--- src/hw/rtl/ordered_list_store_top_assert.svh ---
// assertion macros for the ordered list store
`ifndef ORDERED_LIST_STORE_TOP_ASSERT_SVH
`define ORDERED_LIST_STORE_TOP_ASSERT_SVH

`ifndef SYNTHESIS

// antecedent implies consequent in the same cycle
`define OLST_ASSERT_IMP(label, clk, rst_n, ante, cons) \
    label: assert property (@(posedge clk) disable iff (!rst_n) (ante) |-> (cons)) \
        else $error("assertion failed");

// antecedent implies consequent in the next cycle
`define OLST_ASSERT_NXT(label, clk, rst_n, ante, cons) \
    label: assert property (@(posedge clk) disable iff (!rst_n) (ante) |=> (cons)) \
        else $error("assertion failed");

`else

`define OLST_ASSERT_IMP(label, clk, rst_n, ante, cons)
`define OLST_ASSERT_NXT(label, clk, rst_n, ante, cons)

`endif

`endif

--- src/hw/rtl/olst_pkg.sv ---
// types and constants shared by the ordered list store
package olst_pkg;

    localparam int CAPACITY = 16;
    localparam int IDX_W    = $clog2(CAPACITY);
    localparam int CNT_W    = $clog2(CAPACITY + 1);
    localparam int VAL_W    = 32;
    localparam int POS_W    = 5;
    localparam int FIDX_W   = 4;
    localparam int LEN_W    = 5;

    typedef enum logic [2:0] {
        KIND_INS_FRONT = 3'd0,
        KIND_INS_AT    = 3'd1,
        KIND_INS_END   = 3'd2,
        KIND_DEL_FRONT = 3'd3,
        KIND_DEL_AT    = 3'd4,
        KIND_DEL_END   = 3'd5,
        KIND_DEL_VALUE = 3'd6,
        KIND_SEARCH    = 3'd7
    } t_kind;

    typedef enum logic [2:0] {
        ST_OK       = 3'd0,
        ST_EMPTY    = 3'd1,
        ST_RANGE    = 3'd2,
        ST_NOTFOUND = 3'd3,
        ST_FULL     = 3'd4
    } t_status;

    typedef logic [VAL_W-1:0] t_word;

    typedef struct packed {
        t_kind                     kind;
        logic signed [VAL_W-1:0]   item_value;
        logic        [POS_W-1:0]   position;
    } t_req;

    typedef struct packed {
        t_status                   status;
        logic signed [VAL_W-1:0]   found_value;
        logic        [FIDX_W-1:0]  found_index;
        logic        [LEN_W-1:0]   length;
    } t_rsp;

    // broadcast to every cell of the chain
    typedef struct packed {
        logic              ins;
        logic              del;
        logic [IDX_W-1:0]  idx;
        t_word             value;
    } t_cell_ctrl;

endpackage

--- src/hw/rtl/olst_cell.sv ---
// one storage cell of the list chain
module olst_cell (
    input  logic                                i_clk,
    input  olst_pkg::t_cell_ctrl                i_ctrl,
    input  logic [olst_pkg::IDX_W-1:0]          i_pos,
    input  logic [olst_pkg::CNT_W-1:0]          i_count,
    input  olst_pkg::t_word                     i_left,
    input  olst_pkg::t_word                     i_right,
    output olst_pkg::t_word                     o_value,
    output logic                                o_match
);
    import olst_pkg::*;

    t_word r_value;
    t_word n_value;

    always_comb begin
        n_value = r_value;
        if (i_ctrl.ins) begin
            if (i_pos == i_ctrl.idx) begin
                n_value = i_ctrl.value;
            end else if (i_pos > i_ctrl.idx) begin
                n_value = i_left;
            end
        end else if (i_ctrl.del) begin
            if (i_pos >= i_ctrl.idx) begin
                n_value = i_right;
            end
        end
    end

    always_ff @(posedge i_clk) begin
        r_value <= n_value;
    end

    // only cells holding a live entry can match
    assign o_match = (CNT_W'(i_pos) < i_count) && (r_value == i_ctrl.value);
    assign o_value = r_value;

endmodule

--- src/hw/rtl/olst_ctrl.sv ---
// request decode, length counter and result register
module olst_ctrl (
    input  logic                                i_clk,
    input  logic                                i_rst_n,
    input  logic                                i_accept,
    input  olst_pkg::t_req                      i_req,
    input  olst_pkg::t_word [olst_pkg::CAPACITY-1:0] i_values,
    input  logic [olst_pkg::CAPACITY-1:0]       i_match,
    output olst_pkg::t_cell_ctrl                o_ctrl,
    output logic [olst_pkg::CNT_W-1:0]          o_count,
    output logic                                o_done,
    output olst_pkg::t_rsp                      o_rsp
);
    import olst_pkg::*;

    logic [CNT_W-1:0] r_count;
    logic [CNT_W-1:0] n_count;
    logic             r_done;
    t_rsp             r_rsp;
    t_rsp             n_rsp;

    logic             full;
    logic             empty;
    logic             hit;
    logic [IDX_W-1:0] hit_idx;
    logic [IDX_W-1:0] idx;
    t_status          status;
    logic             do_ins;
    logic             do_del;
    logic             ok;

    assign full  = (r_count >= CNT_W'(CAPACITY));
    assign empty = (r_count == '0);

    // first live match, lowest index wins
    always_comb begin
        hit     = 1'b0;
        hit_idx = '0;
        for (int i = CAPACITY - 1; i >= 0; i--) begin
            if (i_match[i]) begin
                hit     = 1'b1;
                hit_idx = IDX_W'(i);
            end
        end
    end

    always_comb begin
        status = ST_OK;
        idx    = '0;
        do_ins = 1'b0;
        do_del = 1'b0;
        unique case (i_req.kind) inside
            KIND_INS_FRONT, KIND_INS_AT, KIND_INS_END: begin
                if (full) begin
                    status = ST_FULL;
                end else if (i_req.kind == KIND_INS_AT &&
                             32'(i_req.position) > 32'(r_count)) begin
                    status = ST_RANGE;
                end else begin
                    do_ins = 1'b1;
                    if (i_req.kind == KIND_INS_END) begin
                        idx = IDX_W'(r_count);
                    end else if (i_req.kind == KIND_INS_AT) begin
                        idx = IDX_W'(i_req.position);
                    end
                end
            end
            KIND_DEL_FRONT: begin
                if (empty) status = ST_EMPTY;
                else       do_del = 1'b1;
            end
            KIND_DEL_AT: begin
                if (empty) begin
                    status = ST_EMPTY;
                end else if (32'(i_req.position) >= 32'(r_count)) begin
                    status = ST_RANGE;
                end else begin
                    do_del = 1'b1;
                    idx    = IDX_W'(i_req.position);
                end
            end
            KIND_DEL_END: begin
                if (empty) begin
                    status = ST_EMPTY;
                end else begin
                    do_del = 1'b1;
                    idx    = IDX_W'(r_count - CNT_W'(1));
                end
            end
            KIND_DEL_VALUE, KIND_SEARCH: begin
                if (empty) begin
                    status = ST_EMPTY;
                end else if (!hit) begin
                    status = ST_NOTFOUND;
                end else begin
                    do_del = (i_req.kind == KIND_DEL_VALUE);
                    idx    = hit_idx;
                end
            end
            default: status = ST_OK;
        endcase
    end

    assign ok = (status == ST_OK);

    always_comb begin
        n_count = r_count;
        if (i_accept && do_ins) n_count = r_count + CNT_W'(1);
        if (i_accept && do_del) n_count = r_count - CNT_W'(1);
    end

    always_comb begin
        n_rsp.status      = status;
        n_rsp.found_value = '0;
        n_rsp.found_index = '0;
        n_rsp.length      = LEN_W'(n_count);
        if (ok) begin
            n_rsp.found_value = do_ins ? i_req.item_value : i_values[idx];
            n_rsp.found_index = FIDX_W'(idx);
        end
    end

    assign o_ctrl.ins   = i_accept && do_ins;
    assign o_ctrl.del   = i_accept && do_del;
    assign o_ctrl.idx   = idx;
    assign o_ctrl.value = i_req.item_value;

    always_ff @(posedge i_clk) begin
        if (!i_rst_n) begin
            r_count <= '0;
            r_done  <= 1'b0;
        end else begin
            r_count <= n_count;
            r_done  <= i_accept;
        end
    end

    always_ff @(posedge i_clk) begin
        if (i_accept) r_rsp <= n_rsp;
    end

    assign o_count = r_count;
    assign o_done  = r_done;
    assign o_rsp   = r_rsp;

endmodule

--- src/hw/rtl/ordered_list_store_top.sv ---
// ordered list store: bounded list of signed words held in a shifting cell chain
// result: the result beat appears in the cycle after start is taken, strobed by o_done
// throughput: one request per cycle, busy stays low; set by the compare-and-shift
//   that acts across all cells of the chain
// reset: synchronous active-low i_rst_n empties the list (length zero); cell contents
//   are not cleared, entries past the length are never read
module ordered_list_store_top (
    input  logic            i_clk,
    input  logic            i_rst_n,
    input  logic            start,
    output logic            busy,
    input  olst_pkg::t_req  i_req,
    output logic            o_done,
    output olst_pkg::t_rsp  o_rsp
);
    import olst_pkg::*;

    `include "ordered_list_store_top_assert.svh"

    // busy is tied low, so the block never holds off start
    logic                       accept;
    t_cell_ctrl                 cell_ctrl;
    logic [CNT_W-1:0]           count;
    t_word [CAPACITY-1:0]       values;
    logic  [CAPACITY-1:0]       match;

    assign busy   = 1'b0;
    assign accept = start && !busy;

    // decode, pick the index to act on, keep the length and register the result
    olst_ctrl u_ctrl (
        .i_clk    (i_clk),
        .i_rst_n  (i_rst_n),
        .i_accept (accept),
        .i_req    (i_req),
        .i_values (values),
        .i_match  (match),
        .o_ctrl   (cell_ctrl),
        .o_count  (count),
        .o_done   (o_done),
        .o_rsp    (o_rsp)
    );

    // the chain: on insert the cell at the index takes the value, cells past it take
    // from the left, on delete at and past it from the right; all cells compare the key
    for (genvar g = 0; g < CAPACITY; g++) begin : g_cell
        t_word left;
        t_word right;

        if (g == 0) begin : g_head
            assign left = cell_ctrl.value;      // never selected at the head
        end else begin : g_body
            assign left = values[g-1];
        end

        if (g == CAPACITY - 1) begin : g_tail
            assign right = values[g];           // tail entry leaves the list on delete
        end else begin : g_mid
            assign right = values[g+1];
        end

        olst_cell u_cell (
            .i_clk   (i_clk),
            .i_ctrl  (cell_ctrl),
            .i_pos   (IDX_W'(g)),
            .i_count (count),
            .i_left  (left),
            .i_right (right),
            .o_value (values[g]),
            .o_match (match[g])
        );
    end

    // a result beat comes in the cycle after each accepted request, and only then
    `OLST_ASSERT_NXT(a_done_follows, i_clk, i_rst_n, accept, o_done)
    `OLST_ASSERT_IMP(a_done_has_cause, i_clk, i_rst_n, o_done, $past(accept))
    // the list never holds more than its capacity
    `OLST_ASSERT_IMP(a_len_bound, i_clk, i_rst_n, 1'b1, count <= CNT_W'(CAPACITY))
    // a failed request leaves the length alone
    `OLST_ASSERT_IMP(a_fail_keeps_len, i_clk, i_rst_n,
        o_done && o_rsp.status != ST_OK, count == $past(count))

endmodule

--- config.mk ---
export PLATFORM = sky130hd
export DESIGN_NAME = ordered_list_store_top
export DESIGN_NICKNAME = d
export VERILOG_FILES = /design/src/hw/rtl/olst_pkg.sv /design/src/hw/rtl/olst_cell.sv /design/src/hw/rtl/olst_ctrl.sv /design/src/hw/rtl/ordered_list_store_top.sv
export VERILOG_INCLUDE_DIRS = /design/src /design/src/hw/rtl
export SDC_FILE = /design/constraint.sdc
export NUM_CORES = 2
export LEC_CHECK = 0
export ABC_AREA = 0
export CAP_MARGIN = 20
export CORE_UTILIZATION = 32
export DETAILED_ROUTE_END_ITERATION = 8
export DONT_BUFFER_PORTS = 1
export GPL_ROUTABILITY_DRIVEN = 0
export PLACE_DENSITY = 0.54
export SETUP_SLACK_MARGIN = 0.2
export SYNTH_ARGS = -nofsm -noshare
export SYNTH_HDL_FRONTEND = slang
export SYNTH_SLANG_ARGS = --single-unit
--- constraint.sdc ---
create_clock -name i_clk -period 11.7 [get_ports i_clk]
set_input_delay 0.585 -clock i_clk [delete_from_list [all_inputs] [get_ports i_clk]]
set_output_delay 0.585 -clock i_clk [all_outputs]
set_load 0.03 [all_outputs]
==> impl_metrics.ini <==
[floorplan]
core-area_um2 = 121000
placement_rows = 127
die_area_um2 = 124000
floorplan.io_pins = 89
chipWidth_um = 352
die_y_um = 352
start_util_pct = 32.5

[routing]
postRouteAntennaNets = 0
wl_met1_um = 69200
met3_length_um = 21200
drc_errors = 0
drt_iter0_drc = 5269
num_vias = 31649
drtPass1Iterations = 6
highest_layer = met5
wl_met2_um = 75700
routedWlPerCell_um = 33.9
via_per_inst = 6.04
routed_wl_um = 177000

[synth]
synth_area_leader_cell = edfxtp_1
netlist.area_leader.share_pct = 42.6
synth_area_leaders = edfxtp_1 43%, mux2i_1 18%, xor2_1 8.7%
async_flop_share_pct = 0
synth_compound_area_share_pct = 9.97
syn_area_um2 = 39200
muxShareOfSynthArea_pct = 18.6
synth-xor-area-share_pct = 11.3
synth-simple-area-share_pct = 11.4
post-synth-top-count-cell = mux2i_1
yosysWarnings = 0
synth_cells = 3807
synth_nets = 3858
avgSynthCellArea_um2 = 10.3
synth_fa_ha_area_share_pct = 0.256
ys_ff_latch = 562
seq_area_frac_synth_pct = 43.0
synth_top_family_by_area = multiplexers
synth-main-ff-cell = edfxtp_1
synth_edf_count = 556
synthTopCellsByCount = 693 x mux2i_1, 563 x nand2_1, 556 x edfxtp_1
netlist-cell-type-count = 75

[sta]
final.setup.worst_slack_ps = 4000
period_minus_slack_ps = 7700
holdWs_ps = 57.7
tightest_slew_ps = 1330
hold_viol = 0
period_share_pct = 65.8
max_freq_mhz = 130
max-slew-margin-rel_pct = 10.2
slew_viol_final = 0
setup-violations-final = 0
rsz0062_at_grt = false
final.setup_skew_ps = 30.6
tns_ps = 0

[worst_setup_path]
crit_family = simple AND/OR/NAND/NOR gates
cp-startpoint = g_cell[15].u_cell.o_value[3]$_DFFE_PP_
regToRegEndpoint = g_cell[8].u_cell.o_value[9]$_DFFE_PP_
r2r_cells = 12
timing.critical_path.to = g_cell[8].u_cell.o_value[9]$_DFFE_PP_
critPathKind = flop to flop
crit_path_cell_trace = xor2_1, nor4_1, nand4_1, nor4_2, nor4b_1, a2111oi_0, buf_4, a211o_1, nor2b_2, nand3_4, a21oi_4, buf_4
critical_path_buf_inv_count = 2
rrSetupSlack_ps = 4000
critPathSlowestCell = nor4_1
slowest_delay_ps = 1150
cp-end-kind = flop
worst_setup_path_start_kind = flop
cp.depth = 12
r2r_start = g_cell[15].u_cell.o_value[3]$_DFFE_PP_
cpMostUsedCell = buf_4
worstPathArrival_ps = 7970
cp_max_fo = 33
required_ps = 11970

[flow_run]
cap_violations = 0

[clocking]
clock_sinks = 562
post_cts_buffers = 0
ctsHtreeMaxLevel = 3
clock_latency_ps = 660
cts_hold_buf = 0
cts_tree = done
post_cts_resized = 0
root_buffer = clkbuf_16
cts_buffer_depth = 3
cts_buffers = 72
clkSlewWorstSetupHoldPaths_ps = 60

[run_status]
status = complete, no violations

[pwr]
p_per_area_nw_per_um2 = 153
leakage_nw = 16.3
power_mw = 6.41
irDropWorstVdd_mv = 0.0896

[placement]
dp_hpwl_um = 120000
port_buffers = 0
post-place-ws_ps = 4400
dp.cells = 5114
dpl_cell_area_um2 = 39800

[finish]
post-route-util_pct = 34.8
final_cell_area_um2 = 41900
fillers = 12174
layout.nets = 3630
drive_gt1_share_pct = 7.53
area_delta_synth_final_pct = 7.13
antenna_cells = 0
layout.cells.non_filler = 5238

[global_route]
grt-ovfl-total = 0
antenna_found_initial = 7
grt_pass1_vias = 29063
grt_max_degree = 267
grt.total_usage_pct = 28.1
grt_pass1_wl_um = 244000

[hold_path]
hold_class = input port to flop
kinds of logic (layout without fill, tap and decap cells):
group                    count (synthesis)  count (layout)
AND/OR/NAND/NOR                        960             960
multiplexers                           725             725
AO/OA/AOI/OAI                          661             661
flip-flops                             562             562
XOR/XNOR                               507             507
buffers and inverters                  383             202
adder cells (fa/ha/maj)                  8               8
other                                    1               1
how the worst min path moves through the flow:
stage,start,endpoint,slack [ps],depth (start not counted)
5_1_grt,i_rst_n,u_ctrl.o_count[0]$_SDFF_PN0_,60,1
4_1_cts,i_rst_n,u_ctrl.o_count[3]$_SDFF_PN0_,40,1
2_1_floorplan,g_cell[15].u_cell.o_value[0]$_DFFE_PP_,g_cell[14].u_cell.o_value[0]$_DFFE_PP_,570,2
3_5_place_dp,g_cell[15].u_cell.o_value[7]$_DFFE_PP_,g_cell[14].u_cell.o_value[7]$_DFFE_PP_,600,2
3_3_place_gp,g_cell[15].u_cell.o_value[31]$_DFFE_PP_,g_cell[14].u_cell.o_value[31]$_DFFE_PP_,590,2
6_report,i_rst_n,u_ctrl.o_count[3]$_SDFF_PN0_,60,1
power by group:
group	switching [mW]	internal, mW	total [mW]	leakage [nW]
Combinational	0.959	0.417	1.38	9.97
Clock	0.949	1.18	2.12	1.02
Sequential	0.364	2.54	2.91	5.27
cells in the final DEF (no fill, tap or decap), types with 34 or more instances in the layout:
cell	n
o22ai_1	65
xor2_1	388
nor3_1	48
nor4_1	125
o21ai_1	130
o21ai_0	333
edfxtp_1	556
xnor2_1	119
o221ai_1	34
clkbuf_16	73
nand2_1	559
nand4_1	40
mux2i_1	693
nor2_1	74
buf_4	50
final cells by class:
cell class	instances	area, um^2	share of cell area (%)
multi-input cells	2862	20400	48.7
flip-flops and latches	562	16800	40.1
well taps	1612	2020	4.81
clock buffers	95	1930	4.60
repair buffers	58	482	1.15
clock inverters	26	159	0.379
inverters	23	95.1	0.227
registers in the layout, summed over array words and instances, names as in the netlist:
| name | cells |
|---|---|
| g_cell.u_cell.o_value | 512 |
| u_ctrl.o_count | 5 |
| u_ctrl.o_done | 1 |
| u_ctrl.o_rsp | 44 |
routing by layer:
metal,vias to the layer above,track usage (%)
li1,13322,-
met1,15770,37.2
met2,2110,41.4
met3,435,7.54
met4,12,15.4
met5,-,0
(Power assumes the default switching activity.)
